===== config.mk =====
export PLATFORM = sky130hd
export DESIGN_NAME = speed_frame_receiver
export DESIGN_NICKNAME = d
export VERILOG_FILES = /design/src/sfr_pkg.sv /design/src/speed_frame_receiver.sv /design/src/sfr_in_stage.sv /design/src/sfr_frame_parser.sv
export SDC_FILE = /design/constraint.sdc
export NUM_CORES = 1
export LEC_CHECK = 0
export BUFFER_PORTS_ARGS = -buffer_cell sky130_fd_sc_hd__buf_4
export CORE_MARGIN = 1
export CORE_UTILIZATION = 51
export DETAILED_ROUTE_END_ITERATION = 16
export PLACE_DENSITY = 0.7
export SLEW_MARGIN = 20
export SYNTH_ARGS = -nofsm -noshare
export SYNTH_HDL_FRONTEND = slang
export SYNTH_SLANG_ARGS = --single-unit

===== constraint.sdc =====
create_clock -name clk -period 16.9 [get_ports clk]
set_input_delay 3.38 -clock clk [delete_from_list [all_inputs] [get_ports clk]]
set_output_delay 3.38 -clock clk [all_outputs]
set_load 0.02 [all_outputs]

===== src/sfr_pkg.sv =====
// ----------------------------------------------------------------------------
// sfr_pkg: shared types and constants of the speed frame receiver
// Holds the frame constants, the status codes and the structs that pass
// between the receiver's input stage, its parser and the top level.
// ----------------------------------------------------------------------------
package sfr_pkg;

  localparam logic [7:0] FRAME_HEADER = 8'hA5;
  // Position of the checksum byte (bytes 0..9 are summed)
  localparam logic [3:0] SUM_POS      = 4'd10;
  localparam logic [3:0] PAYLOAD_POS  = 4'd2;
  localparam int unsigned NUM_SPEEDS  = 4;

  typedef enum logic [1:0] {
    STATUS_OK        = 2'd0,
    STATUS_BAD_SUM   = 2'd1,
    STATUS_NO_HEADER = 2'd2
  } frame_status_t;

  typedef struct packed {
    frame_status_t                     status;
    logic [NUM_SPEEDS-1:0][15:0]       speed;
  } frame_result_t;

  typedef struct packed {
    logic [3:0] position;
    logic       first_is_header;
    logic       frame_done;
  } parser_status_t;

endpackage


===== src/speed_frame_receiver.sv =====
// ----------------------------------------------------------------------------
// speed_frame_receiver: serial speed frame receiver
// Assembles 11-byte header framed packets, checks the 8-bit sum and holds
// four signed speed values from the last good frame.
// ----------------------------------------------------------------------------
// Takes one received byte per clock and answers once per 11-byte frame
// (0xA5 header, command, four big-endian 16-bit speeds, mod-256 sum of
// bytes 0..9). A request is taken every cycle while the result side is not
// stalling; a byte is held in the input register and the frame's result
// appears in the output register on the cycle after its checksum byte
// leaves the input register. Throughput is set by the single state update
// per byte (position, header flag, running sum). Status 0 is a good frame
// and replaces the held speeds, 1 is a checksum mismatch and 2 a frame
// whose first byte was not a header; both keep the old speeds, which every
// result reports. A 0xA5 byte restarts framing only when the current frame
// did not start with 0xA5, and the command byte is not checked. While a
// result request is stalled the input register drains no further, and
// in_stall rises once it is full.
// ----------------------------------------------------------------------------
module speed_frame_receiver (
  input  logic               clk,
  input  logic               rst_n,
  input  logic               in_valid,
  output logic               in_stall,
  input  logic [7:0]         in_rx_byte,
  output logic               out_valid,
  input  logic               out_stall,
  output logic [1:0]         out_frame_status,
  output logic signed [15:0] out_speed_one,
  output logic signed [15:0] out_speed_two,
  output logic signed [15:0] out_speed_three,
  output logic signed [15:0] out_speed_four
);
  import sfr_pkg::*;

  logic           byte_valid;
  logic [7:0]     rx_byte;
  logic           take;
  frame_result_t  result;
  parser_status_t pstat;

  // input register
  sfr_in_stage u_in_stage (
    .clk        (clk),
    .rst_n      (rst_n),
    .in_valid   (in_valid),
    .in_rx_byte (in_rx_byte),
    .in_stall   (in_stall),
    .take       (take),
    .byte_valid (byte_valid),
    .rx_byte    (rx_byte)
  );

  // frame state and result register
  sfr_frame_parser u_parser (
    .clk        (clk),
    .rst_n      (rst_n),
    .byte_valid (byte_valid),
    .rx_byte    (rx_byte),
    .take       (take),
    .out_stall  (out_stall),
    .out_valid  (out_valid),
    .result     (result),
    .status     (pstat)
  );

  assign out_frame_status = result.status;
  assign out_speed_one    = $signed(result.speed[0]);
  assign out_speed_two    = $signed(result.speed[1]);
  assign out_speed_three  = $signed(result.speed[2]);
  assign out_speed_four   = $signed(result.speed[3]);

  // position never passes the checksum byte
  a_pos_range: assert property (@(posedge clk) disable iff (!rst_n)
    pstat.position <= SUM_POS)
    else $error("frame position out of range");

  // the end of a frame clears framing state and shows a result
  a_frame_end: assert property (@(posedge clk) disable iff (!rst_n)
    pstat.frame_done |=> (pstat.position == 4'd0) && !pstat.first_is_header && out_valid)
    else $error("frame end did not clear state or post a result");

  // stall toward the sender only with a byte held in the input register
  a_stall_full: assert property (@(posedge clk) disable iff (!rst_n)
    in_stall |-> byte_valid)
    else $error("input stalled while input register empty");

  // a result is only loaded while the output register is free
  a_no_overwrite: assert property (@(posedge clk) disable iff (!rst_n)
    pstat.frame_done |-> !(out_valid && out_stall))
    else $error("result register overwritten while stalled");

endmodule


===== src/sfr_in_stage.sv =====
// ----------------------------------------------------------------------------
// sfr_in_stage: input register of the speed frame receiver
// Captures one received byte per request and holds it until the parser
// takes it.
// ----------------------------------------------------------------------------
module sfr_in_stage (
  input  logic       clk,
  input  logic       rst_n,
  input  logic       in_valid,
  input  logic [7:0] in_rx_byte,
  output logic       in_stall,
  input  logic       take,
  output logic       byte_valid,
  output logic [7:0] rx_byte
);
  import sfr_pkg::*;

  logic       valid_r, valid_nxt;
  logic [7:0] byte_r;
  logic       accept;

  // full and not drained this cycle
  assign in_stall = valid_r && !take;
  assign accept   = in_valid && !in_stall;

  always_comb begin
    valid_nxt = valid_r;
    if (accept) begin
      valid_nxt = 1'b1;
    end else if (take) begin
      valid_nxt = 1'b0;
    end
  end

  always_ff @(posedge clk) begin
    if (!rst_n) begin
      valid_r <= 1'b0;
    end else begin
      valid_r <= valid_nxt;
    end
  end

  always_ff @(posedge clk) begin
    if (accept) begin
      byte_r <= in_rx_byte;
    end
  end

  assign byte_valid = valid_r;
  assign rx_byte    = byte_r;

endmodule


===== src/sfr_frame_parser.sv =====
// ----------------------------------------------------------------------------
// sfr_frame_parser: frame state, checksum and held speeds
// Tracks position, header flag and running sum, stores the payload bytes
// and loads the result register at the end of every frame.
// ----------------------------------------------------------------------------
module sfr_frame_parser (
  input  logic                   clk,
  input  logic                   rst_n,
  input  logic                   byte_valid,
  input  logic [7:0]             rx_byte,
  output logic                   take,
  input  logic                   out_stall,
  output logic                   out_valid,
  output sfr_pkg::frame_result_t result,
  output sfr_pkg::parser_status_t status
);
  import sfr_pkg::*;

  logic [3:0]                  pos_r, pos_nxt;
  logic                        first_hdr_r, first_hdr_nxt;
  logic [7:0]                  sum_r, sum_nxt;
  logic [7:0]                  payload_r [8];
  logic [NUM_SPEEDS-1:0][15:0] held_r, held_nxt;
  logic                        out_valid_r, out_valid_nxt;
  frame_result_t               result_r, result_nxt;

  logic                        restart;
  logic [3:0]                  pos_eff;
  logic [7:0]                  sum_eff;
  logic [2:0]                  pos_off;
  logic                        is_last;
  logic                        fire;
  logic                        done;
  logic                        wr_payload;
  logic [NUM_SPEEDS-1:0][15:0] frame_speed;

  // result register blocked while its request is stalled
  assign take = !(out_valid_r && out_stall);
  assign fire = byte_valid && take;

  // a header byte restarts the frame unless byte 0 already was a header
  assign restart    = (rx_byte == FRAME_HEADER) && !first_hdr_r;
  assign pos_eff    = restart ? 4'd0 : pos_r;
  assign sum_eff    = restart ? 8'd0 : sum_r;
  assign is_last    = (pos_eff >= SUM_POS);
  assign done       = fire && is_last;
  assign pos_off    = 3'(pos_eff - PAYLOAD_POS);
  assign wr_payload = fire && !is_last && (pos_eff >= PAYLOAD_POS);

  always_comb begin
    for (int i = 0; i < NUM_SPEEDS; i++) begin
      frame_speed[i] = {payload_r[2*i], payload_r[2*i+1]};
    end
  end

  always_comb begin
    pos_nxt       = pos_r;
    first_hdr_nxt = first_hdr_r;
    sum_nxt       = sum_r;
    held_nxt      = held_r;
    result_nxt    = result_r;
    out_valid_nxt = out_valid_r && out_stall;
    if (fire) begin
      if (!is_last) begin
        if (pos_eff == 4'd0) begin
          first_hdr_nxt = (rx_byte == FRAME_HEADER);
        end
        sum_nxt = sum_eff + rx_byte;
        pos_nxt = pos_eff + 4'd1;
      end else begin
        if (!first_hdr_r) begin
          result_nxt.status = STATUS_NO_HEADER;
        end else if (sum_eff != rx_byte) begin
          result_nxt.status = STATUS_BAD_SUM;
        end else begin
          result_nxt.status = STATUS_OK;
          held_nxt          = frame_speed;
        end
        result_nxt.speed = held_nxt;
        out_valid_nxt    = 1'b1;
        pos_nxt          = 4'd0;
        first_hdr_nxt    = 1'b0;
        sum_nxt          = 8'd0;
      end
    end
  end

  always_ff @(posedge clk) begin
    if (!rst_n) begin
      pos_r       <= 4'd0;
      first_hdr_r <= 1'b0;
      sum_r       <= 8'd0;
      held_r      <= '0;
      out_valid_r <= 1'b0;
    end else begin
      pos_r       <= pos_nxt;
      first_hdr_r <= first_hdr_nxt;
      sum_r       <= sum_nxt;
      held_r      <= held_nxt;
      out_valid_r <= out_valid_nxt;
    end
  end

  always_ff @(posedge clk) begin
    if (wr_payload) begin
      payload_r[pos_off] <= rx_byte;
    end
    result_r <= result_nxt;
  end

  assign out_valid              = out_valid_r;
  assign result                 = result_r;
  assign status.position        = pos_r;
  assign status.first_is_header = first_hdr_r;
  assign status.frame_done      = done;

endmodule


# After elaboration in Yosys (flattened, before gate mapping)
# Memory sizes are Yosys's and may differ from the RTL's.
# Cells that the tools add are included.
[totals]
reg_bits = 153
mem_bits_rw = 64
in_bits = 12
output_inout_bits = 68
wordCells = 54
n_memories = 1
[classes]
n_addsub = 3
order_cmp = 2
eq_ne = 3
n_mux = 15
n_reduce_logical = 15
[memory_table]
columns = ["memory", "depth", "width", "rd", "rd_clocked_by_memory_dff", "write_ports", "line", "rtl"]
rows = [
  ["u_parser.payload_r", 8, 8, 8, 0, 1, "sfr_frame_parser.sv:22", "logic [7:0] payload_r [8];"],
]
[op_table]
columns = ["cell", "n"]
rows = [
  ["2-to-1 mux 64 bit", 2],
  ["2-to-1 mux 8 bit", 2],
  ["2-to-1 mux 1 bit", 9],
  ["adder 8 bit", 1],
  ["== test 8 bit, second input constant", 1],
  ["2-to-1 mux 4 bit", 2],
  ["!= test 8 bit", 1],
  ["logical AND 1 bit", 7],
  ["adder 4 x 1 -> 4 bit, second input constant", 1],
  [">= comparator 4 x 2 -> 1 bit, second input constant", 1],
  [">= comparator 4 bit, second input constant", 1],
  ["logical NOT 1 bit", 4],
  ["logical NOT 4 bit", 1],
  ["AND reduction 2 bit", 2],
  ["subtractor 3 x 2 -> 3 bit, second input constant", 1],
  ["!= test 2 x 1 -> 1 bit, second input constant", 1],
  ["nonzero test 2 bit", 1],
]

# Logic depth before layout (Yosys ltp)
[depth]
depth_word = 9
mapped_depth = 12

# Cells and area by module
# From an unflattened synthesis, not the netlist that was laid out.
[hier_totals]
cells_unflattened = 641
hier_area_um2 = 8982.4
[modules_own_cells]
columns = ["module", "n_inst", "cells_per_inst", "area_each_um2"]
rows = [
  ["sfr_frame_parser", 1, 629, 8694.6],
  ["sfr_in_stage", 1, 12, 287.8],
]

# Worst setup path after synthesis
# OpenSTA, ideal clock, no wires.
[synth_timing]
path_kind = "input port to flip-flop"
start = "input out_stall"
end = "register u_parser.result_r (netlist bit u_parser.result[0]) (enable)"
setup_ns = 0.573
t_arrival_ns = 8.652
slack_ns = 7.675
path_stages = 5
n_path_buf = 2
cell_sequence = "and2_1 > nand2b_1 > clkbuf_1 > clkbuf_1 > nor3_1"
[synth_via]
elab_chain_len = 4
[synth_lines]
columns = ["item", "line", "rtl"]
rows = [
  ["start, declared", "speed_frame_receiver.sv:27", "input logic out_stall,"],
  ["logical AND 1 bit", "sfr_frame_parser.sv:38", "assign take = !(out_valid_r && out_stall);"],
  ["logical NOT 1 bit", "sfr_frame_parser.sv:38", ""],
  ["logical AND 1 bit", "sfr_frame_parser.sv:39", "assign fire = byte_valid && take;"],
  ["AND reduction 2 bit (no source line)", "--", ""],
  ["end signal, assigned", "sfr_frame_parser.sv:108", "result_r <= result_nxt;"],
  ["end, declared", "sfr_frame_parser.sv:25", "frame_result_t result_r, result_nxt;"],
]
# Every way passes these cells.
# A chain may end at the register's enable or synchronous reset.

# Worst setup path in the final report
[layout_timing]
start = "input out_stall"
end = "output in_stall"
[layout_via]
elab_chain_len = 2
[layout_lines]
columns = ["item", "line", "rtl"]
rows = [
  ["logical AND 1 bit", "sfr_frame_parser.sv:38", ""],
  ["logical AND 1 bit", "sfr_in_stage.sv:23", "assign in_stall = valid_r && !take;"],
  ["end, declared", "speed_frame_receiver.sv:24", "output logic in_stall,"],
]
# Every way passes these cells.

==> impl_results.md <==
* Core area at between 15000 and 20000 um^2
* Port bufs at a little under 80
* Post-synth EDFFs at 138
* Iteration-0 DRC count of the detailed router at between 400 and 500
* Yosys warns at 0
* CP arrival at between 3 and 4 ns
* # fillers at ~1200
* Synth top area share at 48.5%
* Layout Cells excl Fill at 949
* Worst R2R Start: u_in_stage.rx_byte[5]$_DFFE_PP_
* Vias/cell at ~5.4
* Placed cell count at approximately 910
* Hpwl dp at roughly 9.5 mm
* Crit Reg-Reg Endpoint: u_parser.held_r[13]$_SDFFE_PN0P_
* Worst setup path end: in_stall
* Startpoint types: input port
* Synth Register Bits at approximately 220
* CTS tree: built
* Total negative setup slack at 0 ns
* DRC violations left at 0
* Clock slew seen by the registers of the worst setup and hold paths at 0.06 ns
* PD cells at around 110 nW/um^2
* Storage element area at approximately 5700 um^2
* First-pass GRT wire length at around 27 mm
* Vias at ~5000
* Die X at about 130 um
* Synth unique cells at between 40 and 50
* Met1 WL at between 7 and 8 mm
* Post-route minimum period at about 7.2 ns
* Largest net degree at the start of global routing at 81
* Worst Setup End Kind: output port
* Maximum root-to-sink buffer count at 3
* Final setup margin at around 9.7 ns
* Synth cell count leaders: 138 x edfxtp_1, 137 x nand2_1, 79 x dfxtp_1, 64 x mux2_2, 61 x a21boi_1
* Worst Path Required at about 14 ns
* Area used by multi-input combinational logic at about 2600 um^2
* Postcts setup bufs at 0
* Post_cts resized at 0
* Total CTS buffers at 22
* Clock Latency Late Sink at 0.49 ns
* Initial antenna violation count at 0
* IO Count at 80
* Min-delay worst type: flop to flop
* Clock skew at ~0.0084 ns
* Final #Nets at 740
* R2R setup slack at 11.84 ns
* CP Class: input port to output port
* WL final at ~17 mm
* Status: complete, no violations
* Final instance area at 9960 um^2
* Cts-stage hold buffer count at 0
* Top routing layer in use: met4
* Die Ht at approximately 130 um
* RSZ-0062 raised after global routing: no
* Max cap viols at 0
* Antenna Cells at 0
* Place WS at roughly 9.7 ns
* Mapped cell area at between 8000 and 9000 um^2
* Worst-path maximum fanout at 3
* Period utilisation layout at between 40% and 50%
* Register area share after synthesis at around two thirds
* Main flop type after synthesis: edfxtp_1
* CP Launch Point: out_stall
* P_leak at ~3.5 nW
* Peak supply drop at 69.9 uV
* Die Area at ~17000 um^2
* Layout area overhead at 16.6%
* DR WL/cell at ~17 um
* Root buf cell: clkbuf_16
* Final setup vio count at 0
* Final Max Tran Viols at 0
* Row count at 46
* Worst-Margin Slew at 1.15 ns
* Vias in the first global route at 5129
* Post-route ant nets at 0
* Final hold vios at 0
* Gpl congestion at about 0.79
* Asr flop ratio synth at 0%
* GRT overflow at 0
* Layout cells sized above 1 at a little over a quarter
* Drt pass-1 iters at 5
* R2R depth at 11
* Starting Density at 53.0%
* DP Area at around 9000 um^2
* Largest cells by area after synthesis: edfxtp_1 49%, dfxtp_1 19%, mux2_2 8.4%, nand2_1 6.0%, a21boi_1 5.4%
* Power consumption at 0.00107 W
* Mapped Nets at 663
* H-tree depth at 1
* Max-slew headroom at between 20% and 30%
* Global-route usage over all layers at between 10% and 20%
* Area leader, netlist: edfxtp_1
* Clock net sink count at 217
* Cells after Synth at 640
* Detail Route met3 WL at between 600 and 700 um
* Fmax achieved at ~140 MHz
* Avg Synthesized Cell Area at between 10 and 15 um^2
* Most frequent cell after synthesis: edfxtp_1
* Met2 routed WL at roughly 8.4 mm
==> worst min path at each step <==
stage	slack [ns]	to	startpoint	cells past startpoint
after floorplan	0.43	u_parser.held_r[0]$_SDFFE_PN0P_	u_parser.held_r[0]$_SDFFE_PN0P_	2
after global placement	0.44	u_parser.held_r[50]$_SDFFE_PN0P_	u_parser.held_r[50]$_SDFFE_PN0P_	2
after detailed placement	0.44	u_parser.held_r[41]$_SDFFE_PN0P_	u_parser.held_r[41]$_SDFFE_PN0P_	2
after CTS	0.45	u_parser.held_r[41]$_SDFFE_PN0P_	u_parser.held_r[41]$_SDFFE_PN0P_	2
after global routing	0.47	u_parser.held_r[31]$_SDFFE_PN0P_	u_parser.held_r[31]$_SDFFE_PN0P_	2
final	0.45	u_parser.held_r[55]$_SDFFE_PN0P_	u_parser.held_r[55]$_SDFFE_PN0P_	2
==> power by group <==
part	leakage (nW)	internal [W]	switching [W]	total (W)
Clock	0.341	0.000272	0.000188	0.000460
Sequential	1.74	0.000566	0.00000935	0.000575
Combinational	1.37	0.0000140	0.0000171	0.0000311
==> state kept, by name, summed over array words and instances, names as in the netlist <==
name and count:
u_parser.first_hdr_r 1, u_parser.held_r 64, u_parser.result 66, u_parser.payload_r 64, u_parser.pos_r 4, u_parser.sum_r 8, u_in_stage.rx_byte 8, u_parser.out_valid 1
u_in_stage.byte_valid 1
==> worst max-delay path, stage by stage <==
cell,delay [ns]
buf_4,0.11
and3_1,0.18
buf_4,0.16
==> metrics by stage <==
stage | utilization (%) | hold slack [ns]
3_3_place_gp | 57.4 | 0.436
5_1_grt | 61.8 | 0.471
2_1_floorplan | - | 0.432
4_1_cts | 61.7 | 0.451
6_report | 61.8 | 0.449
3_5_place_dp | 57.4 | 0.443
==> cell families after synthesis <==
family,synth area share [%]
xor gates and xnor gates,0.308
AOI/OAI and AO/OA,9.10
adders and majority gates,1.70
DFF,67.0
muxes,8.44
and+or+nand+nor,10.6
buffers and inverters,2.84
==> cell usage in the layout, fill, tap and decap left out, types with 8 or more instances in the layout <==
cell type	instances
and2_1	11
a21boi_1	61
edfxtp_1	138
nor2b_1	10
dfxtp_1	79
o21ai_0	8
mux2_2	64
nor2_1	8
a21oi_1	10
clkbuf_1	8
nand2_1	137
buf_4	86
ha_1	10
clkbuf_16	23
==> cell type report <==
cell class,count,share of cell area (%)
flip-flops and latches,217,57.5
repair buffers,86,6.48
well taps,216,2.71
clock buffers,36,6.77
multi-input cells,385,26.1
clock inverters,4,0.226
inverters,5,0.188
==> per-layer routing <==
metal  track usage, %  up-vias
met3             2.82       39
met1             24.8     2511
met5                0        -
met4             6.59        0
li1                 -     2453
met2             33.5      139
No activity file was read; power rests on OpenSTA's default activity.
